<file path="src/rtl/llp_pkg.sv">
// Shared types, constants and helpers for the linked list partition block.
package llp_pkg;

    localparam int ADDR_BITS  = 16;
    localparam int VALUE_BITS = 32;
    localparam int LINK_BITS  = ADDR_BITS + 1;
    localparam int STEP_BITS  = ADDR_BITS + 1;
    localparam int CFG_BITS   = 32;

    typedef logic [1:0] t_action;
    localparam t_action ACT_LOAD  = 2'd0;
    localparam t_action ACT_BEGIN = 2'd1;
    localparam t_action ACT_PULL  = 2'd2;

    typedef logic [0:0] t_cfg_index;
    localparam t_cfg_index CFG_THRESHOLD = 1'b0;
    localparam t_cfg_index CFG_START     = 1'b1;

    typedef logic [1:0] t_group;
    localparam t_group GRP_NEG  = 2'd0;
    localparam t_group GRP_MID  = 2'd1;
    localparam t_group GRP_HIGH = 2'd2;
    localparam t_group GRP_DONE = 2'd3;

    typedef struct packed {
        logic signed [VALUE_BITS-1:0] value;
        logic        [LINK_BITS-1:0]  link;   // top bit set means end of list
    } t_node;

    typedef struct packed {
        logic                 we;
        logic [ADDR_BITS-1:0] waddr;
        t_node                wdata;
        logic                 re;
        logic [ADDR_BITS-1:0] raddr;
    } t_store_req;

    typedef struct packed {
        logic                         valid;
        logic [ADDR_BITS-1:0]         out_address;
        logic signed [VALUE_BITS-1:0] out_value;
        logic signed [LINK_BITS-1:0]  out_next;
        logic                         is_last;
        logic                         is_empty;
    } t_result;

    function automatic t_group group_of(input logic signed [VALUE_BITS-1:0] value,
                                        input logic signed [VALUE_BITS-1:0] thr);
        t_group g;
        if (value[VALUE_BITS-1]) begin
            g = GRP_NEG;
        end else if (value <= thr) begin
            g = GRP_MID;
        end else begin
            g = GRP_HIGH;
        end
        return g;
    endfunction

endpackage

</file>
<file path="src/rtl/llp_walker.sv">
// Traversal sequencer: loads, group passes over the list, one-node lookahead.
module llp_walker import llp_pkg::*; (
    input  logic                         i_clk,
    input  logic                         i_rst_n,
    input  logic                         i_accept,
    input  t_action                      i_action,
    input  logic [ADDR_BITS-1:0]         i_node_address,
    input  logic signed [VALUE_BITS-1:0] i_node_value,
    input  logic signed [LINK_BITS-1:0]  i_next_address,
    input  logic signed [VALUE_BITS-1:0] i_threshold,
    input  logic [ADDR_BITS-1:0]         i_start,
    output logic                         o_ready,
    output t_store_req                   o_req,
    input  t_node                        i_rdata,
    output t_result                      o_res,
    input  logic                         i_res_take
);

    typedef enum logic [4:0] {
        S_IDLE     = 5'b00001,
        S_PULL_VAL = 5'b00010,
        S_ADV      = 5'b00100,
        S_ADV_CHK  = 5'b01000,
        S_EMIT     = 5'b10000
    } t_state;

    t_state                       r_state, n_state;
    t_group                       r_group, n_group;
    logic [ADDR_BITS-1:0]         r_cursor, n_cursor;
    logic                         r_cur_valid, n_cur_valid;
    logic [STEP_BITS-1:0]         r_steps, n_steps;
    logic [ADDR_BITS-1:0]         r_pend_node, n_pend_node;
    logic                         r_pend_valid, n_pend_valid;
    logic                         r_from_pull, n_from_pull;
    logic [ADDR_BITS-1:0]         r_emit_addr, n_emit_addr;
    logic signed [VALUE_BITS-1:0] r_emit_val, n_emit_val;
    logic                         r_emit_empty, n_emit_empty;

    // next cursor position after the node just read
    logic [STEP_BITS-1:0]  chk_steps;
    logic                  chk_cur_valid;
    logic [ADDR_BITS-1:0]  chk_cursor;
    logic                  chk_match;

    assign chk_steps     = r_steps + STEP_BITS'(1);
    assign chk_cur_valid = ~i_rdata.link[LINK_BITS-1];
    assign chk_cursor    = chk_cur_valid ? i_rdata.link[ADDR_BITS-1:0] : r_cursor;
    assign chk_match     = (group_of(i_rdata.value, i_threshold) == r_group);

    always_comb begin
        n_state      = r_state;
        n_group      = r_group;
        n_cursor     = r_cursor;
        n_cur_valid  = r_cur_valid;
        n_steps      = r_steps;
        n_pend_node  = r_pend_node;
        n_pend_valid = r_pend_valid;
        n_from_pull  = r_from_pull;
        n_emit_addr  = r_emit_addr;
        n_emit_val   = r_emit_val;
        n_emit_empty = r_emit_empty;
        o_req        = '0;

        unique case (r_state)
            S_IDLE: begin
                if (i_accept) begin
                    unique case (i_action)
                        ACT_LOAD: begin
                            o_req.we          = 1'b1;
                            o_req.waddr       = i_node_address;
                            o_req.wdata.value = i_node_value;
                            o_req.wdata.link  = i_next_address;
                        end
                        ACT_BEGIN: begin
                            n_group      = GRP_NEG;
                            n_cursor     = i_start;
                            n_cur_valid  = 1'b1;
                            n_steps      = '0;
                            n_pend_valid = 1'b0;
                            n_from_pull  = 1'b0;
                            n_state      = S_ADV;
                        end
                        ACT_PULL: begin
                            n_from_pull = 1'b1;
                            if (r_pend_valid) begin
                                o_req.re    = 1'b1;
                                o_req.raddr = r_pend_node;
                                n_state     = S_PULL_VAL;
                            end else begin
                                n_emit_empty = 1'b1;
                                n_state      = S_EMIT;
                            end
                        end
                        default: ;
                    endcase
                end
            end
            S_PULL_VAL: begin
                // value is taken now, before the lookahead walks on
                n_emit_addr  = r_pend_node;
                n_emit_val   = i_rdata.value;
                n_emit_empty = 1'b0;
                n_pend_valid = 1'b0;
                n_state      = S_ADV;
            end
            S_ADV: begin
                if (r_group == GRP_DONE) begin
                    n_state = r_from_pull ? S_EMIT : S_IDLE;
                end else if (r_cur_valid && !r_steps[STEP_BITS-1]) begin
                    o_req.re    = 1'b1;
                    o_req.raddr = r_cursor;
                    n_state     = S_ADV_CHK;
                end else begin
                    n_group = r_group + 2'd1;
                    if (r_group != GRP_HIGH) begin
                        n_cursor    = i_start;
                        n_cur_valid = 1'b1;
                        n_steps     = '0;
                    end
                end
            end
            S_ADV_CHK: begin
                n_steps     = chk_steps;
                n_cur_valid = chk_cur_valid;
                n_cursor    = chk_cursor;
                if (chk_match) begin
                    n_pend_node  = r_cursor;
                    n_pend_valid = 1'b1;
                    n_state      = r_from_pull ? S_EMIT : S_IDLE;
                end else if (chk_cur_valid && !chk_steps[STEP_BITS-1]) begin
                    // keep streaming: one node read per cycle
                    o_req.re    = 1'b1;
                    o_req.raddr = chk_cursor;
                end else begin
                    n_state = S_ADV;
                end
            end
            S_EMIT: begin
                if (i_res_take) begin
                    n_state = S_IDLE;
                end
            end
            default: n_state = S_IDLE;
        endcase
    end

    always_ff @(posedge i_clk) begin
        if (!i_rst_n) begin
            r_state      <= S_IDLE;
            r_group      <= GRP_NEG;
            r_cursor     <= '0;
            r_cur_valid  <= 1'b0;
            r_steps      <= '0;
            r_pend_node  <= '0;
            r_pend_valid <= 1'b0;
            r_from_pull  <= 1'b0;
        end else begin
            r_state      <= n_state;
            r_group      <= n_group;
            r_cursor     <= n_cursor;
            r_cur_valid  <= n_cur_valid;
            r_steps      <= n_steps;
            r_pend_node  <= n_pend_node;
            r_pend_valid <= n_pend_valid;
            r_from_pull  <= n_from_pull;
        end
    end

    always_ff @(posedge i_clk) begin
        r_emit_addr  <= n_emit_addr;
        r_emit_val   <= n_emit_val;
        r_emit_empty <= n_emit_empty;
    end

    assign o_ready = (r_state == S_IDLE);

    always_comb begin
        o_res       = '0;
        o_res.valid = (r_state == S_EMIT);
        if (r_emit_empty) begin
            o_res.is_empty = 1'b1;
        end else begin
            o_res.out_address = r_emit_addr;
            o_res.out_value   = r_emit_val;
            o_res.out_next    = r_pend_valid ? {1'b0, r_pend_node} : '1;
            o_res.is_last     = ~r_pend_valid;
        end
    end

endmodule

</file>
<file path="config.mk">
export PLATFORM = sky130hd
export DESIGN_NAME = llp_walker
export DESIGN_NICKNAME = d
export VERILOG_FILES = /design/src/rtl/llp_pkg.sv /design/src/rtl/llp_walker.sv
export SDC_FILE = /design/constraint.sdc
export NUM_CORES = 1
export LEC_CHECK = 0
export ABC_AREA = 1
export BUFFER_PORTS_ARGS = -buffer_cell sky130_fd_sc_hd__buf_2
export CORE_AREA = 2 2 123 125
export DETAILED_ROUTE_END_ITERATION = 16
export DIE_AREA = 0 0 125 127
export PLACE_DENSITY = 0.85
export SYNTH_ARGS = -nofsm -noshare
export SYNTH_HDL_FRONTEND = slang
export SYNTH_SLANG_ARGS = --single-unit
</file>
<file path="constraint.sdc">
create_clock -name i_clk -period 11.61 [get_ports i_clk]
set_input_delay 2.322 -clock i_clk [delete_from_list [all_inputs] [get_ports i_clk]]
set_output_delay 2.322 -clock i_clk [all_outputs]
set_load 0.02 [all_outputs]
</file>
# After elaboration in Yosys (flattened, before gate mapping)
# Cells that the tools add are included.
[word_totals] elab_cells=113 mem_bits_ro=0 out_inout_bits=152 in_bits=168 ram_bits=0 regBits=108 latch_bits=0 n_memories=0
[op_classes] div_mod_pow=0 n_eq_ne=22 magnitude_cmp=1 shift=0 n_mul=0 bitwise_logic=2 mux=58 reduce_logical=17 n_addsub=2
[ops] op="two-way mux 17 bit" n=12
[ops] op="two-way mux 66 bit" n=3
[ops] op="one-hot mux 17 bit (3 select lines)" n=2
[ops] op="two-way mux 16 bit" n=6
[ops] op="two-way mux 83 bit" n=1
[ops] op="one-hot mux 16 bit (3 select lines)" n=1
[ops] op="two-way mux 5 bit" n=8
[ops] op="<= comparator 32 bit" n=1
[ops] op="one-hot mux 5 bit (5 select lines)" n=1
[ops] op="adder 17 x 1 -> 17 bit, second input constant" n=1
[ops] op="!= test 2 bit, second input constant" n=7
[ops] op="two-way mux 1 bit" n=12
[ops] op="two-way mux 2 bit" n=6
[ops] op="one-hot mux 5 bit (2 select lines)" n=1
[ops] op="AND reduction 5 bit" n=2
[ops] op="AND reduction 4 bit" n=2
[ops] op="!= test 2 x 1 -> 1 bit, second input constant" n=3
[ops] op="!= test 3 bit, second input constant" n=2
[ops] op="one-hot mux 1 bit (3 select lines)" n=2
[ops] op="AND reduction 6 bit" n=1
[ops] op="nonzero test 2 bit" n=3
[ops] op="nonzero test 3 bit" n=2
[ops] op="== test 5 x 1 -> 1 bit, second input constant" n=1
[ops] op="== test 5 x 2 -> 1 bit, second input constant" n=1
[ops] op="other kinds (16)" n=21

# Depth between registers and ports, before layout
[depth] ltp_word=6 depth_mapped=24 ltp_nobuf=24

# Worst setup path after synthesis
# No wires, ideal clock.
[synth_timing] kind="input port to output port" from="in i_threshold[31]" to="out o_req[0] (netlist name)" path_slack_ns=5.127 path_buffers=0 t_required_ns=9.288 arrival_time_ns=4.161 path_stages=16 cell_sequence="inv_1 > ha_1 > nand2_1 > nor2_2 > nand4_2 > a21oi_1 > nor2_1 > nand2_1 > nand2_1 > nand3_1 > nand2_1 > nand2_1 > nand2_2 > nand2_4 > nand2_1 > o221ai_1"
[synth_lines] element="start: declaration" line="llp_walker.sv:10" source="input logic signed [VALUE_BITS-1:0] i_threshold,"
[synth_lines] element="end: declaration" line="llp_walker.sv:13" source="output t_store_req o_req,"

==> results.md <==
* Status: finished clean
* Clk buf depth at 2
* First-pass GRT wire length at between 30000 and 40000 um
* Max frequency at around 140 MHz
* Clock skew at between 0.01 and 0.015 ns
* CTS tree: built
* Ys Warns at 0
* Clock-pin slew on the worst setup and hold paths at ~0.07 ns
* Starting Density at 46.32%
* CP endpoint kind: output pin
* Critical path class: input pin to output pin
* Yosys top cell area share at approximately 22%
* Core Region at 14420 um2
* Mapped cell area at 6681 um2
* Critical Path Start Type: input pin
* Mean routed wirelength per cell at 16.11 um
* Filler Cells Inserted at 1350
* Inserted Clock Buffers at 9
* Async S/R FF share, synth at 0%
* Finished Core Util at around three fifths
* Initial antenna violation count at 5
* Synthesis-to-finish area growth at 29.66%
* First-pass DRT Iterations at 6
* Largest fanout on the critical path at 10
* Root Buffer: clkbuf_16
* Syn_nets at around 1100
* Max Cap Violations at 0
* EDFF count, synth at between 40 and 50
* Area leader, netlist: edfxtp_1
* Synthesized instance count at 917
* Die Wd at 125 um
* Via count at ~7300
* List of most frequent post-synthesis cells: 209 x inv_1, 152 x nor2_1, 131 x nand2_1
* Post-CTS sizing at 0
* I/O pins at 320
* Period utilization at just over 60%
* Nets at between 1000 and 1500
* Top post-synthesis cells by area: edfxtp_1 22%, dfxtp_1 18%, inv_1 12%, nor2_1 8.5%, nand2_1 7.4%
* Top_reg_cell synth: dfxtp_1
* RD Place Congestion at approximately 0.95
* Maximum vdd drop at 100.4 uV
* Share of cells above drive strength 1 at 31.97%
* Via/cell ratio at about 5.2
* Top-count cell post-synth: inv_1
* Clk sinks at between 100 and 150
* RSZ-0062 raised after global routing: no
* Power Dens Cells at approximately 120 nW/um2
* Post-CTS setup buffer count at 0
* H-tree levels at 3
* Worst EP arrival at roughly 4.8 ns
* Placed Instances at 1388
* CTS Hold Buffers Added at 0
* Row cnt at 44
* Initial DRC Count at about 480
* Vias in the first global route at 6725
* Congestion Overflow GR at 0
* Die Y at between 100 and 150 um
* Post-DP HPWL at about 18000 um
* Max_slew headroom at roughly 24%
* Hold Worst Slack at around 0.43 ns
* GRT Util Overall at 26.91%
* Final Hold Viols at 0
* Skew-Pair Late Insertion Delay at around 0.36 ns
* Final Setup Violations at 0
* Finished Layout Cells at approximately 1400
* Setup TNS at 0 ns
* Synthesized area per cell at 7.286 um2
* Yosys reg bits at 108
* Largest net degree at the start of global routing at 67
* Library cells used by synthesis at 46
* Max Slew Vio Count at 0
* Worst-Margin Slew at between 1 and 1.5 ns
* Register area share after synthesis at 39.70%
* Die ar. at 15880 um2
* Leakage at ~4.8 nW
* Crit path time final at around 7 ns
* Number of port buffers at 319
* Min-Delay Path Class: flip-flop to flip-flop
* Post-route ant nets at 0
* N_diodes at 0
* Crit path required time at 9.29 ns
* Routed wire length at approximately 23000 um
* # DRC at 0
==> layout make-up <==
type,instances,area (um2),share of cell area [%]
clock inverters,6,55.05,0.6355
multi-input cells,553,3042,35.11
repair buffers,323,1627,18.78
well taps,184,230.2,2.657
clock buffers,10,229.0,2.643
inverters,220,828.3,9.561
flip-flops and latches,108,2653,30.62
==> path summary, 6_finish.rpt <==
check	start	endpoint	slack, ns	cells after the start
max reg2reg	r_state[4]	r_steps[14]	8.73	11
min reg2reg	r_pend_node[11]	r_emit_addr[11]	0.43	0
min	r_pend_node[11]	r_emit_addr[11]	0.43	0
max	i_rdata[48]	o_req[3]	4.53	19
==> where the power goes <==
group / leakage, nW / internal [mW] / switching, mW / total [mW]
logic: 3.72 / 0.105 / 0.215 / 0.320
clock network: 0.141 / 0.150 / 0.147 / 0.297
registers: 0.920 / 0.424 / 0.0266 / 0.450
==> worst max-delay path: stages <==
cell and delay (ns):
buf_2 0.12, ha_1 0.38, nand2_1 0.12, nor2_2 0.15, nand4_2 0.12, nor2_2 0.13
nand2_1 0.11, nand2_1 0.07, nand2_1 0.06, nand3_1 0.09, nand2_1 0.07, nand2_1 0.07
nand2_2 0.07, nand2_4 0.11, nand3_2 0.12, inv_2 0.25, nand2_1 0.10, o211ai_1 0.08
buf_2 0.22
==> flip-flops by register name, indices dropped and copies added, names as in the netlist, 2 cells and up <==
register,flops
r_cursor,16
r_group,2
r_emit_val,32
r_pend_node,16
r_emit_addr,16
r_state,5
r_steps,17
==> cells in the final DEF (no fill, tap or decap), types with 4 or more instances in the layout <==
cell       synthesis  layout
inv_2              9       9
a31oi_1           16      16
ha_1              38      38
nor3_1             7       7
nor2_1           152     152
o21ai_1           13      13
or2_2              4       4
nand2_1          131     131
a21oi_1           73      73
nand3_1           31      30
clkbuf_16          0       9
nand4_1            9       9
o21ai_0           18      18
buf_2              1     319
o221ai_1          12      12
dfxtp_1           59      59
nand3_2            3       4
o211ai_1           5       5
inv_1            209     209
mux2_2            11      11
edfxtp_1          49      49
buf_4              3       4
nor2_2             4       4
==> kinds of logic (layout without fill, tap and decap cells) <==
| kind of cell | after synthesis | count (layout) | share of synthesized area, % |
|---|---|---|---|
| AND/OR/NAND/NOR | 359 | 359 | 23.93 |
| buffers and inverters | 256 | 559 | 14.94 |
| AO/OA/AOI/OAI | 144 | 144 | 12.32 |
| flip-flops | 108 | 108 | 39.70 |
| adder cells (fa/ha/maj) | 38 | 38 | 7.116 |
| multiplexers | 11 | 11 | 1.854 |
| XOR/XNOR | 1 | 1 | 0.1311 |
==> metrics by stage <==
| stage | cell area (um2) | worst slack (ns) | total power [mW] |
|---|---|---|---|
| detailed placement | 8379 | 4.582 | 0.7730 |
| CTS | 8663 | 4.568 | 1.069 |
| finish | 8663 | 4.526 | 1.068 |
| floorplan | 6681 | 5.127 | 0.6683 |
| global placement | 8379 | 4.717 | 0.7653 |
| global route | 8663 | 4.289 | 1.120 |
==> metal layers <==
metal  GRT usage [%]  wire length, um  vias up
li1                -                -     3498
met2           48.50            11330      355
met1           31.56             8635     3348
met5               0                0        -
met3           4.899             1697       89
met4           11.37              966        0
Note: power is estimated with default switching activity, not from simulation.
